**src/rtl/kphm_pkg.sv**
```systemverilog
// keyed pair hash map: shared types, constants and hash function
// no dependencies
`default_nettype none
package kphm_pkg;
   localparam int BUCKET_COUNT = 64;
   localparam int POOL_ENTRIES = 256;
   localparam int HASH_SHIFT = 4;
   localparam int BW = (BUCKET_COUNT > 1) ? $clog2(BUCKET_COUNT) : 1;
   localparam int IW = $clog2(POOL_ENTRIES + 1);
   localparam int AW = (POOL_ENTRIES > 1) ? $clog2(POOL_ENTRIES) : 1;
   localparam logic [IW-1:0] NIL_INDEX = IW'(POOL_ENTRIES);

   localparam logic [1:0] KIND_LOOKUP = 2'd0;
   localparam logic [1:0] KIND_SET = 2'd1;
   localparam logic [1:0] KIND_CLEAR = 2'd2;
   localparam logic [1:0] KIND_NOP = 2'd3;
   localparam logic [1:0] ST_OK = 2'd0;
   localparam logic [1:0] ST_INVALID = 2'd1;
   localparam logic [1:0] ST_NO_ROOM = 2'd2;

   typedef struct packed {
      logic [1:0] kind;
      logic [63:0] key;
      logic [63:0] first_value;
      logic [63:0] second_value;
   } req_word_type;

   typedef struct packed {
      logic [1:0] status;
      logic found;
      logic [63:0] first_out;
      logic [63:0] second_out;
   } rsp_word_type;

   typedef struct packed {
      logic [63:0] key;
      logic [63:0] first;
      logic [63:0] second;
      logic [IW-1:0] link;
   } entry_type;

   function automatic logic [BW-1:0] bucket_of(input logic [63:0] key);
      logic [63:0] s;
      s = key >> HASH_SHIFT;
      if (BUCKET_COUNT == 1) return '0;
      return BW'(s % 64'(BUCKET_COUNT));
   endfunction
endpackage
`default_nettype wire

```
**src/rtl/kphm_heads.sv**
```systemverilog
// keyed pair hash map: bucket head memory with epoch marks, so clear empties every bucket without a memory sweep
// depends on kphm_pkg
`default_nettype none
module kphm_heads
   import kphm_pkg::*;
(
   input wire logic clock,
   input wire logic reset,
   input wire logic clear,
   input wire logic [BW-1:0] rd_addr,
   output logic [IW-1:0] rd_data,
   input wire logic wr_en,
   input wire logic [BW-1:0] wr_addr,
   input wire logic [IW-1:0] wr_data
);
   logic [IW:0] mem [BUCKET_COUNT];
   logic epoch_ff, epoch_in;
   logic [IW:0] raw_ff;
   assign epoch_in = clear ? ~epoch_ff : epoch_ff;
   always_ff @(posedge clock) begin
      if (reset) epoch_ff <= 1'b0;
      else epoch_ff <= epoch_in;
   end
   // entries carry their epoch; a stale epoch reads as empty
   // reset leaves memory unknown, so a per-bucket valid vector backs it up
   logic [BUCKET_COUNT-1:0] valid_ff;
   always_ff @(posedge clock) begin
      if (reset || clear) valid_ff <= '0;
      else if (wr_en) valid_ff[wr_addr] <= 1'b1;
   end
   logic vld_ff;
   always_ff @(posedge clock) begin
      if (wr_en) mem[wr_addr] <= {epoch_ff, wr_data};
      raw_ff <= mem[rd_addr];
      vld_ff <= valid_ff[rd_addr] && !clear && !reset;
   end
   assign rd_data = (vld_ff && raw_ff[IW] == epoch_ff) ? raw_ff[IW-1:0] : NIL_INDEX;
endmodule
`default_nettype wire

```
**config.mk**
```make
export PLATFORM = sky130hd
export DESIGN_NAME = kphm_heads
export DESIGN_NICKNAME = d
export VERILOG_FILES = /design/src/rtl/kphm_pkg.sv /design/src/rtl/kphm_heads.sv
export SDC_FILE = /design/constraint.sdc
export NUM_CORES = 1
export LEC_CHECK = 0
export BUFFER_PORTS_ARGS = -buffer_cell sky130_fd_sc_hd__buf_4
export CAP_MARGIN = 20
export CORE_AREA = 2 2 206 208
export DETAILED_ROUTE_END_ITERATION = 10
export DIE_AREA = 0 0 208 210
export PLACE_DENSITY = 0.83
export REMOVE_ABC_BUFFERS = 1
export SYNTH_ARGS = -nofsm -noshare
export SYNTH_HDL_FRONTEND = slang
export SYNTH_SLANG_ARGS = --single-unit
export TNS_END_PERCENT = 10
```
**constraint.sdc**
```tcl
create_clock -name clock -period 4.3 [get_ports clock]
set_input_delay 0.215 -clock clock [delete_from_list [all_inputs] [get_ports clock]]
set_output_delay 0.215 -clock clock [all_outputs]
set_load 0.01 [all_outputs]
```
==> results of run 1 <==
worst max-delay path: stages, from the launching register on:
cell	delay, ns
dfxtp_2	0.33
xnor2_1	0.77
nand3b_1	0.40
buf_4	0.26
sequential cells by signal, indices dropped and copies added, names as in the netlist:
name and flops:
epoch_ff 1, mem 640, raw_ff 10, valid_ff 64, vld_ff 1
final timing paths:
path / start / endpoint / slack, ns / depth (start not counted)
max: epoch_ff / rd_data[8] / 1.73 / 3
min: rd_addr[5] / raw_ff[1] / 0.04 / 3
max reg2reg: mem[24][9] / raw_ff[9] / 2.45 / 4
min reg2reg: valid_ff[6] / valid_ff[6] / 0.46 / 1
layout make-up:
cell class / instances / area [um^2]
clock buffer: 87 / 1830
multi-input combinational: 528 / 6250
sequential: 716 / 20700
timing repair buffer: 99 / 908
fill: 2168 / 10700
clock inverter: 34 / 350
inverter: 1 / 3.75
tap: 539 / 674
antenna: 2 / 5.00
synth_stat cells (7+ instances only):
| cell type | instances |
|---|---|
| o21a_1 | 64 |
| and3_1 | 8 |
| clkbuf_1 | 26 |
| nand3_1 | 8 |
| mux2_2 | 7 |
| buf_4 | 11 |
| buf_2 | 16 |
| dfxtp_1 | 76 |
| mux2i_1 | 44 |
| nor2_1 | 67 |
| edfxtp_1 | 640 |
| a211oi_1 | 12 |
| mux4_2 | 172 |
| nand2b_1 | 8 |
| nand2_1 | 18 |
| a21oi_1 | 16 |
| o21ai_1 | 8 |
| o22ai_1 | 33 |
| a22o_1 | 8 |
| buf_6 | 13 |
| nor2b_1 | 8 |
power by group through the flow:
stage	Clock (mW)	Sequential [mW]	Combinational (mW)
floorplan	0	7.80	0.300
global placement	0	7.80	0.659
detailed placement	0	7.80	0.682
CTS	5.97	7.66	0.694
global route	6.22	7.66	0.735
finish	5.93	7.66	0.701
kinds of logic (layout without fill, tap and decap cells):
| group | after synthesis | count (layout) | synth area share |
|---|---|---|---|
| other cells | 0 | 2 | 0 |
| simple gates | 135 | 135 | 0.0231 |
| mux | 223 | 223 | 0.160 |
| compound gates | 168 | 168 | 0.0436 |
| xor+xnor | 2 | 2 | 0.000638 |
| buf+inv | 73 | 221 | 0.0170 |
| flops | 716 | 716 | 0.756 |
layer usage:
| layer | up-vias | wire length [um] |
|---|---|---|
| met3 | 191 | 6110 |
| met2 | 981 | 31900 |
| met5 | - | 0 |
| met4 | 0 | 3110 |
| met1 | 7280 | 22500 |
| li1 | 5662 | - |
repair_timing:
action / CTS / global route
hold buffers: 2 / 0
endpoints found under the hold margin: 1 / 0
gates resized for setup: 0 / 0
stage by stage:
stage / setup slack (ns) / util / instance area, um^2 / hold WS (ns) / power (mW)
CTS: 1.78 / 0.737 / 30600 / 0.00455 / 14.3
global placement: 1.75 / 0.679 / 28200 / 0.434 / 8.46
detailed placement: 1.67 / 0.683 / 28300 / 0.438 / 8.49
floorplan: 1.54 / - / 27000 / 0.287 / 8.10
global route: 1.71 / 0.742 / 30800 / 0.0585 / 14.6
finish: 1.73 / 0.742 / 30800 / 0.0420 / 14.3
==> results.json, run 1 <==
{
  "grt_overflow": 0,
  "start_util": 0.662,
  "grt_pass1_wl_mm": 94.5,
  "num_vias": 14100,
  "yosysSeqAreaShare": 0.756,
  "drtAntennaViolNets": 0,
  "die_h_um": 210,
  "io_buffers": 33,
  "placedCellCount": 1857,
  "max_freq_mhz": 389,
  "use_met3": 0.0541,
  "period_share": 0.598,
  "p_leak_nw": 9.95,
  "path_max_fanout": 9,
  "vias_per_cell": 7.04,
  "sw_frac_of_total": 0.207,
  "cp-start-kind": "flop",
  "final_common_cell": "edfxtp_1",
  "drc": 0,
  "pwr-share-comb": 0.049,
  "cts_setup_buffers": 0,
  "synth_top_cell_by_area": "edfxtp_1",
  "cts_buffers": 67,
  "rsz0062_at_grt": "false",
  "path_clk_slew_ns": 0.07,
  "slew_headroom": 0.234,
  "use_met1": 0.401,
  "synthArstFlopShare": 0,
  "slew_violations": 0,
  "setup_tns_ns": 0,
  "die_area_mm2": 0.0437,
  "p_clk_frac": 0.415,
  "grt_usage": 0.300,
  "wl_per_cell_um": 31.7,
  "antenna_found_initial": 1,
  "cts_tree": "built",
  "clkLatencyLatePin_ns": 0.60,
  "crit_arrival_ns": 2.36,
  "syn_area_mm2": 0.0274,
  "syn-instance-count": 1317,
  "rows": 75,
  "stdcell_count": 2006,
  "synth_top_area_frac": 0.700,
  "status": "complete, no violations",
  "hpwlAfterDp_mm": 37.3,
  "dr.pass1.iters": 5,
  "power_density_mw_per_mm2": 465,
  "drtIter0Drc": 1786,
  "clock_skew_ns": 0.0271,
  "synth_area_leaders": "edfxtp_1 70%, mux4_2 14%, dfxtp_1 5.5%, o21a_1 1.8%, mux2i_1 1.6%",
  "use_met2": 0.488,
  "grt_pass1_vias": 14400,
  "finalCriticalPeriod_ns": 2.57,
  "netSwitchingPower_mw": 2.96,
  "vdd_drop_max_v": 0.000328,
  "criticalPathCategory": "flop to primary output",
  "clockRootBuffer": "clkbuf_16",
  "setup_viol": 0,
  "grt_max_degree": 72,
  "avgSynthCellArea_um2": 20.8,
  "syn2layout_area_growth_pct": 12.1,
  "top_usage_layer": "met2",
  "synth_ff_type": "edfxtp_1",
  "hold_path.class": "input pin to flop",
  "end_kind": "primary output",
  "drv_cap": 0,
  "wirelength_mm": 63.7,
  "final_layout_size_suffix_gt1_frac": 0.260,
  "cts_buffer_depth": 3,
  "p_int_mw": 11.3,
  "core_area_mm2": 0.0415,
  "layout.nets": 1438,
  "yosysUniqueCellTypes": 46,
  "final_cell_mix": "640 x edfxtp_1, 172 x mux4_2, 75 x dfxtp_1",
  "crit_required_ns": 4.09,
  "yosysWarnings": 0,
  "fp.dieW_um": 208,
  "clkSinkCount": 716,
  "gp_congestion": 0.883,
  "worst_slew_pin_slew_ns": 1.14,
  "pin_count": 34,
  "synth-edff-count": 640,
  "seq_power_share": 0.536,
  "synth-seq-cells": 716,
  "ctsHtreeMaxLevel": 3,
  "final_hold_viol_count": 0
}
Power figures use the tool's default switching activity.
==> run 2, diff against run 1 <==
Settings changed: CORE_AREA 2 2 206 208 to 2 2 214 216, DIE_AREA 0 0 208 210 to 0 0 216 218, PLACE_DENSITY 0.83 to 0.78.
Clock period 4.3 ns to 2.55 ns, I/O delays scaled along.
==> results.json, run 2 (synthesized netlist as in run 1, its figures left out) <==
{
  "status": "complete, no violations",
  "cts_tree": "built",
  "max_stage_delay_ns": 0.33,
  "regMostFlops": "mem",
  "num_vias": 14200,
  "fin_util": 0.697,
  "start_util": 0.611,
  "critPathSlowestCell": "dfxtp_2",
  "fp.dieW_um": 216,
  "clockRootBuffer": "clkbuf_16",
  "clock_skew_ns": 0.0167,
  "vdd_drop_max_v": 0.000646,
  "drv_cap": 0,
  "placedCellCount": 1989,
  "grt_usage": 0.282,
  "worstReg2RegStart": "epoch_ff",
  "ctsHtreeMaxLevel": 3,
  "clkSinkCount": 716,
  "end_kind": "primary output",
  "cts_buffer_depth": 3,
  "wl_per_cell_um": 30.3,
  "antenna_found_initial": 1,
  "final_layout_size_suffix_gt1_frac": 0.287,
  "pin_count": 34,
  "final_hold_viol_count": 0,
  "hold_path.class": "input pin to flop",
  "path_clk_slew_ns": 0.06,
  "vias_per_cell": 6.69,
  "place_area_mm2": 0.0290,
  "largest_reg_flops": 640,
  "crit_arrival_ns": 1.84,
  "slew_violations": 0,
  "ctsResizeCount": 0,
  "grt_max_degree": 66,
  "cts_setup_buffers": 0,
  "cp-start-kind": "flop",
  "dp_slack_ns": 0.237,
  "worst-path-buf-inv": 2,
  "drtAntennaViolNets": 0,
  "dr.pass1.iters": 6,
  "worst_r2r_path_depth": 4,
  "seq_area_mm2": 0.0207,
  "drtIter0Drc": 1848,
  "rows": 78,
  "min_to": "mem[49][0]",
  "period_share": 0.772,
  "io_buffers": 33,
  "final_cell_mix": "640 x edfxtp_1, 172 x mux4_2, 130 x buf_4",
  "hpwlAfterDp_mm": 37.8,
  "worst_slew_pin_slew_ns": 0.904,
  "rsz0062_at_grt": "false",
  "worstHoldStart": "wr_data[0]",
  "nFillCells": 2641,
  "finalPower_mw": 24.4,
  "holdPathStages": 1,
  "max_freq_mhz": 508,
  "grt_overflow": 0,
  "cts_buffers": 69,
  "top_regs": "mem (640), valid_ff (64), raw_ff (10)",
  "stdcell_count": 2121,
  "p_leak_nw": 10.3,
  "criticalPathCategory": "flop to primary output",
  "crit_required_ns": 2.42,
  "power_density_mw_per_mm2": 778,
  "setup_slack_ns": 0.581,
  "worstPathCellList": "xnor2_1 -> buf_4 -> and3_1 -> buf_4",
  "clkLatencyLatePin_ns": 0.61,
  "multi_input_area_mm2": 0.00625,
  "final_cell_area_mm2": 0.0313,
  "die_area_mm2": 0.0471,
  "drc": 0,
  "cp_top_family": "buffers and inverters",
  "gp_congestion": 0.861,
  "grt_pass1_wl_mm": 94.7,
  "slew_headroom": 0.394,
  "wirelength_mm": 64.2,
  "setup_viol": 0,
  "cp_common_cell": "buf_4",
  "finalCriticalPeriod_ns": 1.97,
  "reg2reg_to": "epoch_ff",
  "final_common_cell": "edfxtp_1",
  "num_antenna_cells": 0,
  "path_max_fanout": 9,
  "syn2layout_area_growth_pct": 14.0,
  "grt_pass1_vias": 14400,
  "die_h_um": 218,
  "r2r_slack_ns": 0.72,
  "core_area_mm2": 0.0449,
  "layout.nets": 1489
}
run 2: cell count changes in the layout (fill, tap and decap cells not counted), moves of 2 or more:
cell | before | now
buf_4 | 67 | 130
buf_6 | 24 | 2
clkbuf_8 | 4 | 12
buf_12 | 5 | 11
bufinv_16 | 7 | 4
clkbuf_16 | 69 | 72
clkinv_1 | 9 | 7
clkinvlp_4 | 2 | 0
diode_2 | 2 | 0
dlygate4sd3_1 | 2 | 4
run 2: how the worst max path moves through the flow:
stage / cells past startpoint / slack [ns] / to / startpoint
global route: 4 / 0.56 / rd_data[0] / epoch_ff
global placement: 6 / 0.23 / raw_ff[2] / rd_addr[0]
CTS: 4 / 0.56 / rd_data[0] / epoch_ff
detailed placement: 6 / 0.24 / raw_ff[2] / rd_addr[0]
floorplan: 4 / -0.12 / vld_ff / reset
finish: 4 / 0.58 / rd_data[0] / epoch_ff
run 2: where the power goes:
| part | internal [mW] | total, mW | switching [mW] |
|---|---|---|---|
| clock | 5.95 | 10.2 | 4.25 |
| sequential | 12.9 | 12.9 | 0.0389 |
| combinational | 0.481 | 1.25 | 0.770 |
| total | 19.3 | 24.4 | 5.06 |
run 2: per-stage QoR:
step	hold WS, ns	TNS (ns)
5_1_grt	0.0985	0
4_1_cts	0.0623	0
2_1_floorplan	0.200	-0.123
3_5_place_dp	0.364	0
6_report	0.0881	0
3_3_place_gp	0.359	0
run 2: layout make-up:
type                    count  area share
clock inverters            29     0.00827
well taps                 600      0.0240
inverters                   1    0.000120
repair buffers            148      0.0407
flip-flops and latches    716       0.663
multi-input cells         528       0.200
clock buffers              99      0.0646
run 2: repair_timing:
item / 4_1_cts / 5_1_grt
hold buffers: 4 / 0
endpoints found under the setup margin: 0 / 0
hold endpoints to repair: 24 / 0
run 2: layer usage:
layer  vias to the layer above  global-route usage  part of all wire
li1                       5773                   -                 -
met1                      7399               0.380              0.36
met2                       852               0.461              0.50
met3                       170              0.0524             0.096
met4                         0               0.117             0.042
met5                         -                   0                 0
